### config.mk
export PLATFORM = sky130hd
export DESIGN_NAME = point_set_mean_centering
export DESIGN_NICKNAME = d
export VERILOG_FILES = /design/src/sv/psmc_pkg.sv /design/src/sv/psmc_store.sv /design/src/sv/psmc_div.sv /design/src/sv/point_set_mean_centering.sv
export SDC_FILE = /design/constraint.sdc
export NUM_CORES = 2
export LEC_CHECK = 0
export BUFFER_PORTS_ARGS = -buffer_cell sky130_fd_sc_hd__buf_2
export CAP_MARGIN = 0
export CORE_ASPECT_RATIO = 1.5
export CORE_UTILIZATION = 40
export DETAILED_ROUTE_END_ITERATION = 6
export MAX_ROUTING_LAYER = met4
export PLACE_DENSITY = 0.66
export SKIP_CTS_REPAIR_TIMING = 1
export SLEW_MARGIN = 5
export SYNTH_ARGS = -nofsm -noshare
export SYNTH_HDL_FRONTEND = slang
export SYNTH_MEMORY_MAX_BITS = 65536
export SYNTH_SLANG_ARGS = --single-unit
### constraint.sdc
create_clock -name clk_i -period 5 [get_ports clk_i]
set_input_delay 1 -clock clk_i [delete_from_list [all_inputs] [get_ports clk_i]]
set_output_delay 1 -clock clk_i [all_outputs]
set_load 0.01 [all_outputs]
### src/sv/psmc_pkg.sv
package psmc_pkg;

  localparam int MaxVertices = 64;
  localparam int CoordW      = 24;

  localparam int AddrW  = (MaxVertices > 1) ? $clog2(MaxVertices) : 1;
  localparam int CountW = $clog2(MaxVertices + 1);
  localparam int SumW   = CoordW + AddrW;
  localparam int CentW  = CoordW + 1;
  localparam int RemW   = CountW + 1;
  localparam int StepW  = $clog2(SumW + 1);

  localparam int VtxW     = 3 * CoordW;
  localparam int InDataW  = ((VtxW + 7) / 8) * 8;
  localparam int OutW     = 3 * CentW;
  localparam int OutDataW = ((OutW + 7) / 8) * 8;

  typedef struct packed {
    logic signed [CoordW-1:0] z;
    logic signed [CoordW-1:0] y;
    logic signed [CoordW-1:0] x;
  } vertex_t;

  typedef struct packed {
    logic                     start;
    logic signed [SumW-1:0]   dividend;
    logic        [CountW-1:0] divisor;
  } div_req_t;

  typedef struct packed {
    logic                    done;
    logic signed [CentW-1:0] quotient;
  } div_rsp_t;

endpackage

### src/sv/psmc_store.sv
module psmc_store (
  input  logic                   clk_i,
  input  logic                   wr_en_i,
  input  logic [psmc_pkg::AddrW-1:0] wr_addr_i,
  input  psmc_pkg::vertex_t      wr_data_i,
  input  logic                   rd_en_i,
  input  logic [psmc_pkg::AddrW-1:0] rd_addr_i,
  output psmc_pkg::vertex_t      rd_data_o
);
  import psmc_pkg::*;

  vertex_t mem_q [MaxVertices];
  vertex_t rd_data_q;

  always_ff @(posedge clk_i) begin
    if (wr_en_i) begin
      mem_q[wr_addr_i] <= wr_data_i;
    end
    if (rd_en_i) begin
      rd_data_q <= mem_q[rd_addr_i];
    end
  end

  assign rd_data_o = rd_data_q;

endmodule

### src/sv/psmc_div.sv
module psmc_div (
  input  logic               clk_i,
  input  logic               rst_ni,
  input  psmc_pkg::div_req_t req_i,
  output psmc_pkg::div_rsp_t rsp_o
);
  import psmc_pkg::*;

  logic              busy_q, busy_d;
  logic              done_q, done_d;
  logic              neg_q, neg_d;
  logic [StepW-1:0]  step_q, step_d;
  logic [RemW-1:0]   rem_q, rem_d;
  logic [SumW-1:0]   quo_q, quo_d;
  logic [CountW-1:0] dvs_q, dvs_d;
  logic [RemW-1:0]   trial;
  logic              ge;
  logic [SumW-1:0]   q_full;

  // restoring divide, one quotient bit per cycle on the magnitude
  assign trial = {rem_q[RemW-2:0], quo_q[SumW-1]};
  assign ge    = trial >= {1'b0, dvs_q};

  always_comb begin
    busy_d = busy_q;
    done_d = 1'b0;
    neg_d  = neg_q;
    step_d = step_q;
    rem_d  = rem_q;
    quo_d  = quo_q;
    dvs_d  = dvs_q;
    if (req_i.start) begin
      busy_d = 1'b1;
      neg_d  = req_i.dividend[SumW-1];
      step_d = '0;
      rem_d  = '0;
      quo_d  = req_i.dividend[SumW-1] ? SumW'(-req_i.dividend) : SumW'(req_i.dividend);
      dvs_d  = req_i.divisor;
    end else if (busy_q) begin
      rem_d  = ge ? (trial - {1'b0, dvs_q}) : trial;
      quo_d  = {quo_q[SumW-2:0], ge};
      step_d = step_q + StepW'(1);
      if (step_q == StepW'(SumW - 1)) begin
        busy_d = 1'b0;
        done_d = 1'b1;
      end
    end
  end

  always_ff @(posedge clk_i or negedge rst_ni) begin
    if (!rst_ni) begin
      busy_q <= 1'b0;
      done_q <= 1'b0;
      neg_q  <= 1'b0;
      step_q <= '0;
      rem_q  <= '0;
      quo_q  <= '0;
      dvs_q  <= '0;
    end else begin
      busy_q <= busy_d;
      done_q <= done_d;
      neg_q  <= neg_d;
      step_q <= step_d;
      rem_q  <= rem_d;
      quo_q  <= quo_d;
      dvs_q  <= dvs_d;
    end
  end

  assign q_full         = neg_q ? (~quo_q + SumW'(1)) : quo_q;
  assign rsp_o.done     = done_q;
  assign rsp_o.quotient = signed'(q_full[CentW-1:0]);

endmodule

### src/sv/point_set_mean_centering.sv
// channel   dir  tdata (low bit up)                          tlast          tuser
// s_axis    in   vertex_x, vertex_y, vertex_z                last_vertex    -
// m_axis    out  centered_x, centered_y, centered_z, zeros   final_result   overflow_flag
//
// loading takes one vertex word per cycle, limited by the store write port
// after the last vertex, the shared divider computes the x, y and z centroids in turn
// emission gives one word per cycle from the store read port unless stalled, then loading resumes
// async active-low reset clears sums, count, flags and the sequencer; store is not cleared
// a stalled output holds the current word while the next store read waits
module point_set_mean_centering (
  input  logic                            clk_i,
  input  logic                            rst_ni,
  input  logic                            s_axis_tvalid,
  output logic                            s_axis_tready,
  input  logic [psmc_pkg::InDataW-1:0]    s_axis_tdata,  // vertex_x, vertex_y, vertex_z
  input  logic                            s_axis_tlast,  // last_vertex
  output logic                            m_axis_tvalid,
  input  logic                            m_axis_tready,
  output logic [psmc_pkg::OutDataW-1:0]   m_axis_tdata,  // centered_x, centered_y, centered_z
  output logic                            m_axis_tlast,  // final_result
  output logic                            m_axis_tuser   // overflow_flag
);
  import psmc_pkg::*;

  typedef enum logic [1:0] {
    ST_LOAD,
    ST_DIV_START,
    ST_DIV_WAIT,
    ST_EMIT
  } state_e;

  state_e                  state_q, state_d;
  logic [1:0]              axis_q, axis_d;
  logic signed [SumW-1:0]  sum_q [3];
  logic signed [SumW-1:0]  sum_d [3];
  logic signed [CentW-1:0] cent_q [3];
  logic signed [CentW-1:0] cent_d [3];
  logic [CountW-1:0]       cnt_q, cnt_d;
  logic                    dropped_q, dropped_d;
  logic [CountW-1:0]       issue_q, issue_d;
  logic                    rd_pend_q, rd_pend_d;
  logic                    pend_last_q, pend_last_d;
  logic                    out_valid_q, out_valid_d;
  logic                    out_last_q, out_last_d;
  logic                    out_drop_q, out_drop_d;
  logic [OutW-1:0]         out_data_q, out_data_d;

  vertex_t   in_vtx;
  vertex_t   rd_vtx;
  logic      in_fire;
  logic      has_room;
  logic      out_load;
  logic      rd_en;
  div_req_t  div_req;
  div_rsp_t  div_rsp;
  logic signed [CentW-1:0] dx, dy, dz;

  assign in_vtx        = vertex_t'(s_axis_tdata[VtxW-1:0]);
  assign s_axis_tready = (state_q == ST_LOAD);
  assign in_fire       = s_axis_tvalid && s_axis_tready;
  assign has_room      = cnt_q < CountW'(MaxVertices);
  assign out_load      = rd_pend_q && (!out_valid_q || m_axis_tready);
  assign rd_en         = (state_q == ST_EMIT) && (issue_q < cnt_q) && (!rd_pend_q || out_load);

  assign div_req.start    = (state_q == ST_DIV_START);
  assign div_req.dividend = sum_q[axis_q];
  assign div_req.divisor  = cnt_q;

  psmc_store u_store (
    .clk_i     (clk_i),
    .wr_en_i   (in_fire && has_room),
    .wr_addr_i (cnt_q[AddrW-1:0]),
    .wr_data_i (in_vtx),
    .rd_en_i   (rd_en),
    .rd_addr_i (issue_q[AddrW-1:0]),
    .rd_data_o (rd_vtx)
  );

  psmc_div u_div (
    .clk_i  (clk_i),
    .rst_ni (rst_ni),
    .req_i  (div_req),
    .rsp_o  (div_rsp)
  );

  assign dx = {rd_vtx.x[CoordW-1], rd_vtx.x} - cent_q[0];
  assign dy = {rd_vtx.y[CoordW-1], rd_vtx.y} - cent_q[1];
  assign dz = {rd_vtx.z[CoordW-1], rd_vtx.z} - cent_q[2];

  always_comb begin
    state_d     = state_q;
    axis_d      = axis_q;
    sum_d       = sum_q;
    cent_d      = cent_q;
    cnt_d       = cnt_q;
    dropped_d   = dropped_q;
    issue_d     = issue_q;
    rd_pend_d   = rd_pend_q;
    pend_last_d = pend_last_q;
    out_valid_d = out_valid_q;
    out_last_d  = out_last_q;
    out_drop_d  = out_drop_q;
    out_data_d  = out_data_q;

    case (state_q)
      ST_LOAD: begin
        if (in_fire) begin
          if (has_room) begin
            sum_d[0] = sum_q[0] + SumW'(in_vtx.x);
            sum_d[1] = sum_q[1] + SumW'(in_vtx.y);
            sum_d[2] = sum_q[2] + SumW'(in_vtx.z);
            cnt_d    = cnt_q + CountW'(1);
          end else begin
            dropped_d = 1'b1;
          end
          if (s_axis_tlast) begin
            state_d = ST_DIV_START;
            axis_d  = '0;
          end
        end
      end
      ST_DIV_START: begin
        state_d = ST_DIV_WAIT;
      end
      ST_DIV_WAIT: begin
        if (div_rsp.done) begin
          cent_d[axis_q] = div_rsp.quotient;
          if (axis_q == 2'd2) begin
            state_d = ST_EMIT;
            issue_d = '0;
          end else begin
            axis_d  = axis_q + 2'd1;
            state_d = ST_DIV_START;
          end
        end
      end
      ST_EMIT: begin
        if (rd_en) begin
          issue_d     = issue_q + CountW'(1);
          pend_last_d = (issue_q == cnt_q - CountW'(1));
        end
      end
      default: begin
        state_d = ST_LOAD;
      end
    endcase

    if (rd_en) begin
      rd_pend_d = 1'b1;
    end else if (out_load) begin
      rd_pend_d = 1'b0;
    end

    if (out_load) begin
      out_valid_d = 1'b1;
      out_data_d  = {dz, dy, dx};
      out_last_d  = pend_last_q;
      out_drop_d  = dropped_q;
      if (pend_last_q) begin
        sum_d[0]  = '0;
        sum_d[1]  = '0;
        sum_d[2]  = '0;
        cnt_d     = '0;
        dropped_d = 1'b0;
        state_d   = ST_LOAD;
      end
    end else if (m_axis_tready) begin
      out_valid_d = 1'b0;
    end
  end

  always_ff @(posedge clk_i or negedge rst_ni) begin
    if (!rst_ni) begin
      state_q     <= ST_LOAD;
      axis_q      <= '0;
      sum_q       <= '{default: '0};
      cent_q      <= '{default: '0};
      cnt_q       <= '0;
      dropped_q   <= 1'b0;
      issue_q     <= '0;
      rd_pend_q   <= 1'b0;
      pend_last_q <= 1'b0;
      out_valid_q <= 1'b0;
      out_last_q  <= 1'b0;
      out_drop_q  <= 1'b0;
      out_data_q  <= '0;
    end else begin
      state_q     <= state_d;
      axis_q      <= axis_d;
      sum_q       <= sum_d;
      cent_q      <= cent_d;
      cnt_q       <= cnt_d;
      dropped_q   <= dropped_d;
      issue_q     <= issue_d;
      rd_pend_q   <= rd_pend_d;
      pend_last_q <= pend_last_d;
      out_valid_q <= out_valid_d;
      out_last_q  <= out_last_d;
      out_drop_q  <= out_drop_d;
      out_data_q  <= out_data_d;
    end
  end

  assign m_axis_tvalid = out_valid_q;
  assign m_axis_tdata  = OutDataW'(out_data_q);
  assign m_axis_tlast  = out_last_q;
  assign m_axis_tuser  = out_drop_q;

`ifndef SYNTHESIS
  // the final word of a set leaves the set state cleared
  assert property (@(posedge clk_i) disable iff (!rst_ni)
    (out_load && pend_last_q) |=> (cnt_q == '0 && !dropped_q && state_q == ST_LOAD))
    else $error("set state not cleared after final word");

  // reads never run past the stored vertices
  assert property (@(posedge clk_i) disable iff (!rst_ni)
    (state_q == ST_EMIT) |-> (issue_q <= cnt_q))
    else $error("store read index beyond vertex count");

  // the divider only answers while the sequencer waits for it
  assert property (@(posedge clk_i) disable iff (!rst_ni)
    div_rsp.done |-> (state_q == ST_DIV_WAIT))
    else $error("divider result outside wait state");

  // the divider is never started on an empty set
  assert property (@(posedge clk_i) disable iff (!rst_ni)
    div_req.start |-> (cnt_q != '0))
    else $error("centroid divide with zero count");
`endif

endmodule

# After elaboration in Yosys (flattened, before gate mapping)
# Memory sizes are Yosys's and may differ from the RTL's. A register that Yosys moved wholly into a read port is not among the register bits.
# Index checks and enable logic that the tools add are counted.
[classes] addsub=14 magnitude_cmp=5 n_eq_ne=12 mux=58 bitwise=2 n_reduce_logical=20
[ops] cell="$mux W90" count=5
[ops] cell="$mux W30" count=5
[ops] cell="$add A30 B24 Y30" count=3
[ops] cell="$mux W7" count=11
[ops] cell="$bwmux W75" count=1
[ops] cell="$sub A25 B25 Y25" count=3
[ops] cell="$bmux W30 S2" count=1
[ops] cell="$demux W25 S2" count=1
[ops] cell="$mux W25" count=2
[ops] cell="$neg A30 Y30" count=1
[ops] cell="$add A25 B1 Y25 const B" count=1
[ops] cell="$not A25 Y25" count=1
[ops] cell="$mux W2" count=10
[ops] cell="$mux W1" count=17
[ops] cell="$add A7 B1 Y7 const B" count=2
[ops] cell="$pmux W7 S2" count=1
[ops] cell="$mux W5" count=2
[ops] cell="$reduce_bool A2 Y1" count=5
[ops] cell="$ge A8 B7 Y1" count=1
[ops] cell="$eq A7 B7 Y1" count=1
[ops] cell="$lt A7 B7 Y1" count=1
[ops] cell="$lt A7 B7 Y1 const B" count=1
[ops] cell="$sub A7 B1 Y7 const B" count=1
[ops] cell="$sub A7 B7 Y7" count=1
[ops] cell="other kinds (19)" count=33
[word_totals] ff_bits=316 ram_bits=4608 in_bits=77 memories=1
[mem_list] name="u_store.mem_q" depth=64 word_bits=72 rd=1 rd_clocked_by_memory_dff=1 write_ports=1 line_no="psmc_store.sv:12" text="vertex_t mem_q [MaxVertices];"

# Logic depth before layout (Yosys ltp)
[depth] ltp_word=7 mapped_depth=16

# Hierarchy
# Synthesis repeated with hierarchy kept, for this count alone.
[unflattened] cells_unflattened=9852 hier_area_um2=198305.2
[modules_own_cells] mod="psmc_store" n_inst=1 cells_per_inst=7305 area_each_um2=175935.0 seq_area_each_um2=140534.8
[modules_own_cells] mod="point_set_mean_centering" n_inst=1 cells_per_inst=2120 area_each_um2=18599.1 seq_area_each_um2=6606.3
[modules_own_cells] mod="psmc_div" n_inst=1 cells_per_inst=427 area_each_um2=3771.1 seq_area_each_um2=1301.2

# Least setup slack after synthesis
# OpenSTA, ideal clock, no wires.
[synth_timing] path_kind="in2reg" start="input port s_axis_tvalid" end="memory u_store.mem_q[60][0] in the netlist's numbering, enable pin" arrival_ps=5121 required_time_ps=4497 path_slack_ps=-624 stages=6 n_path_buf=2 cell_sequence="nand2_1 nor2_1 clkbuf_1 clkbuf_1 nand4_1 nor2_1"
[synth_between] elab_chain_cells=4
[synth_lines] item="from (decl)" line_no="point_set_mean_centering.sv:13" text="input logic s_axis_tvalid,"
[synth_lines] item="$logic_and A1 B1 Y1" line_no="point_set_mean_centering.sv:60" text="assign in_fire = s_axis_tvalid && s_axis_tready;"
[synth_lines] item="$logic_and A1 B1 Y1" line_no="point_set_mean_centering.sv:71" text=".wr_en_i (in_fire && has_room),"
[synth_lines] item="$mux W1" line_no="psmc_store.sv:16" text="if (wr_en_i) begin"
[synth_lines] item="$mux W1 (implied by the code)" line_no="psmc_store.sv:17" text="mem_q[wr_addr_i] <= wr_data_i;"
[synth_lines] item="to (decl)" line_no="psmc_store.sv:12"
# Every way passes these cells.

==> run summary <==
GRT Residual Overflow: 0
Hpwl dp: 339,000 µm
Clock sink total: 4,996
Power density cells: 515 nW/µm²
IO Pins: 161
Unrepaired setup endpoints after global routing: false
Pin count of the biggest net entering global routing: 140
Post-Route WL: 600,000 µm
# H-tree levels: 5
RR Startpoint: sum_q[33]$_DFF_PN0_
Slew headroom: 0.176
Worst hold path type: in -> reg
Worst setup path class: reg -> reg
Yosys top cell by area: edfxtp_1
Area Growth Syn to Fin: 13.4%
Global placement routability congestion: 0.942
Top_reg_cell synth: edfxtp_1
Syn. warnings: 0
First-pass GRT wire length: 821,000 µm
CTS buffer count: 431
Initial core utilization: 0.402
CP Launch Type: register
Setup crit start: sum_q[33]$_DFF_PN0_
Die area: 499,000 µm²
Gr usage total: 0.245
Area fraction in compound gates after synthesis: 0.0251
Die Wd: 577 µm
Period utilization: 0.871
CTS max path bufs: 4
CP max FO: 5
Maximum vdd drop: 0.000539 V
Vias/cell: 6.07
Clk_lat worst skew: 1.11 ns
Die H: 865 µm
Cells along the critical path: ha_1 -> nand2_1 -> o21ai_0 -> o221ai_1 -> nor4_1 -> nor3_1 -> o21ai_0 -> a21oi_1 -> or4b_2 -> a31oi_1
Area of the multi-input gates: 48,400 µm²
Share of layout cells above drive strength 1: 0.276
PortBufs: 155
# fillers: 40,300
FF/Latch Area: 148,000 µm²
Main combinational cell family by area after synthesis: multiplexers
Max Freq: 230 MHz
Mapped Area: 199,000 µm²
Slew @ Worst Pin: 1.24 ns
Xor/xnor cell area share of the yosys netlist: 0.00802
Post-route minimum period: 4.35 ns
Residual DRC: 0
Post-synthesis mux area share: 0.175
Total Power: 116,000 µW
1st-pass router iterations: 6
Yosys top cell area share: 0.708
Initial antenna violation count: 82
Max_cap viols: 0
CORE AREA: 494,000 µm²
CTS tree: done
CP most frequent cell: o21ai_0
Outcome: finished, final reports clean
Number of placement rows: 316
Vias after detailed routing: 101,000
Nets: 9,992
Setup-failing EPs final: 0
EDFF count, synth: 4,680
Fraction of registers with async set/reset: 0.0633
Mapped Cells: 9,253
Cell Area, Placed: 210,000 µm²
Count leader, synth: edfxtp_1
Final Hold Viols: 0
Worst-case clock skew: 0.0971 ns
Post-route design area: 225,000 µm²
Drt initial violations: 13,600
Worst EP required: 5.94 ns
Seq cells post-synth: 4,996
Yosys cell types: 79
Clk slew on worst S/H paths: 0.07 ns
Final ANT Viol Nets: 0
Worst EP arrival: 5.29 ns
Root Buffer: clkbuf_16
Crit path capture type: register
Pins Over Slew Limit: 0
Vias in the first global route: 101,000
Sequential share of the synthesized area: 0.748
Synth area leaders: edfxtp_1 (71%), mux4_2 (17%), dfrtp_1 (4.0%), ha_1 (1.2%), nand2_1 (0.75%)
Average size of a mapped cell: 21.5 µm²
Simple-Gate Fraction of Synth Area: 0.0204
Slowest-stage cell, CP: nor4_1
Leakage: 0.0712 µW
Worst path max stage delay: 0.94 ns
Hold_sp: s_axis_tdata[62]
Avg WL per Cell: 36.0 µm
Post-synth top cells: edfxtp_1 (4,680), mux4_2 (1,512), nand2_1 (398)
Adder-cell share of the synthesized area: 0.0122
Final core occ: 0.456
## state kept, by name, indices dropped and copies added, names as in the netlist
register and count:
u_store.mem_q 4608, u_div.dvs_q 7, pend_last_q 1, u_div.neg_q 1, u_div.quo_q 30, sum_q 90, u_div.step_q 5, issue_q 7
u_div.rem_q 7, cnt_q 7, dropped_q 1, u_store.rd_data_o 72, u_div.busy_q 1, m_axis_tuser 1, m_axis_tvalid 1, axis_q 2
state_q 2, cent_q 75, m_axis_tlast 1, u_div.done_q 1, rd_pend_q 1, out_data_q 75
## per-layer routing
layer  wire [µm]  part of all wire  vias up  GRT usage
met5           0                 0        -          -
met3       49700             0.083     1286     0.0401
met4       36300             0.061        0      0.127
met2      307000              0.51     5663      0.413
li1            -                 -    39700          -
met1      207000              0.34    54600      0.283
## worst max-delay path, delay by kind of cell, from the launching register on
family                     cells  cell delay, ns
and+or+nand+nor                4            1.82
AOI/OAI and AO/OA              5            1.41
DFF                            1            0.54
adders and majority gates      1            0.45
## final cells by class
type,instances,share of cell area
Sequential cell,4996,0.659
Multi-Input combinational cell,3657,0.215
Clock buffer,504,0.0501
Tap cell,6519,0.0362
Timing Repair Buffer,492,0.0212
Clock inverter,303,0.0152
Inverter,147,0.00247
Antenna cell,55,0.000611
## where the power goes
part           internal, µW  total [µW]  switching [µW]
logic                 15300       32600           17300
registers             46900       48300            1400
clock network         19600       35100           15600
## cell families (layout without fill, tap and decap cells)
family                     count (synthesis)  count (layout)
AOI/OAI and AO/OA                        815             815
other                                      1              60
adders and majority gates                190             190
muxes                                   1580            1580
and+or+nand+nor                          887             887
DFF                                     4996            4996
xor gates and xnor gates                 180             180
buffers and inverters                    604            1446
## layout by cell type (no fill, tap or decap), types with 38 or more instances in the layout
cell type	count
edfxtp_1	4680
mux4_2	1512
clkbuf_16	439
nand2_1	397
dfrtp_1	308
o21ai_0	288
buf_4	219
a21oi_1	210
ha_1	183
buf_2	154
inv_1	146
nor2_1	133
buf_12	117
xnor2_1	91
clkinv_2	88
xor2_1	87
clkinv_1	80
nor2_4	65
bufinv_16	64
mux2i_1	61
clkbuf_1	61
diode_2	55
a21o_1	55
nand3_1	52
nor3_1	41
a211oi_1	38
## path summary, 6_finish.rpt
check / endpoint / slack (ns) / depth (start not counted)
hold / removal: u_store.mem_q[7][62]$_DFFE_PP_ / 0.22 / 1
setup / recovery: sum_q[53]$_DFF_PN0_ / 0.65 / 10
min in group asynchronous: out_data_q[11]$_DFFE_PN0P_ / 0.50 / 2
setup reg to reg: sum_q[53]$_DFF_PN0_ / 0.65 / 10
max in group asynchronous: out_data_q[37]$_DFFE_PN0P_ / 3.18 / 3
hold reg to reg: out_data_q[6]$_DFFE_PN0P_ / 0.47 / 2
## stage by stage
step / setup TNS [ns] / cells / hold slack (ns) / worst slack, ns
6_report: 0 / 16700 / 0.219 / 0.647
5_1_grt: 0 / 16700 / 0.202 / 0.506
4_1_cts: 0 / 16600 / -0.117 / 0.853
3_5_place_dp: 0 / 15800 / 0.466 / 0.309
3_3_place_gp: 0 / 15800 / 0.461 / 0.262
2_1_floorplan: -1982.28 / 9257 / 0.439 / -0.624
(Power assumes the default switching activity.)
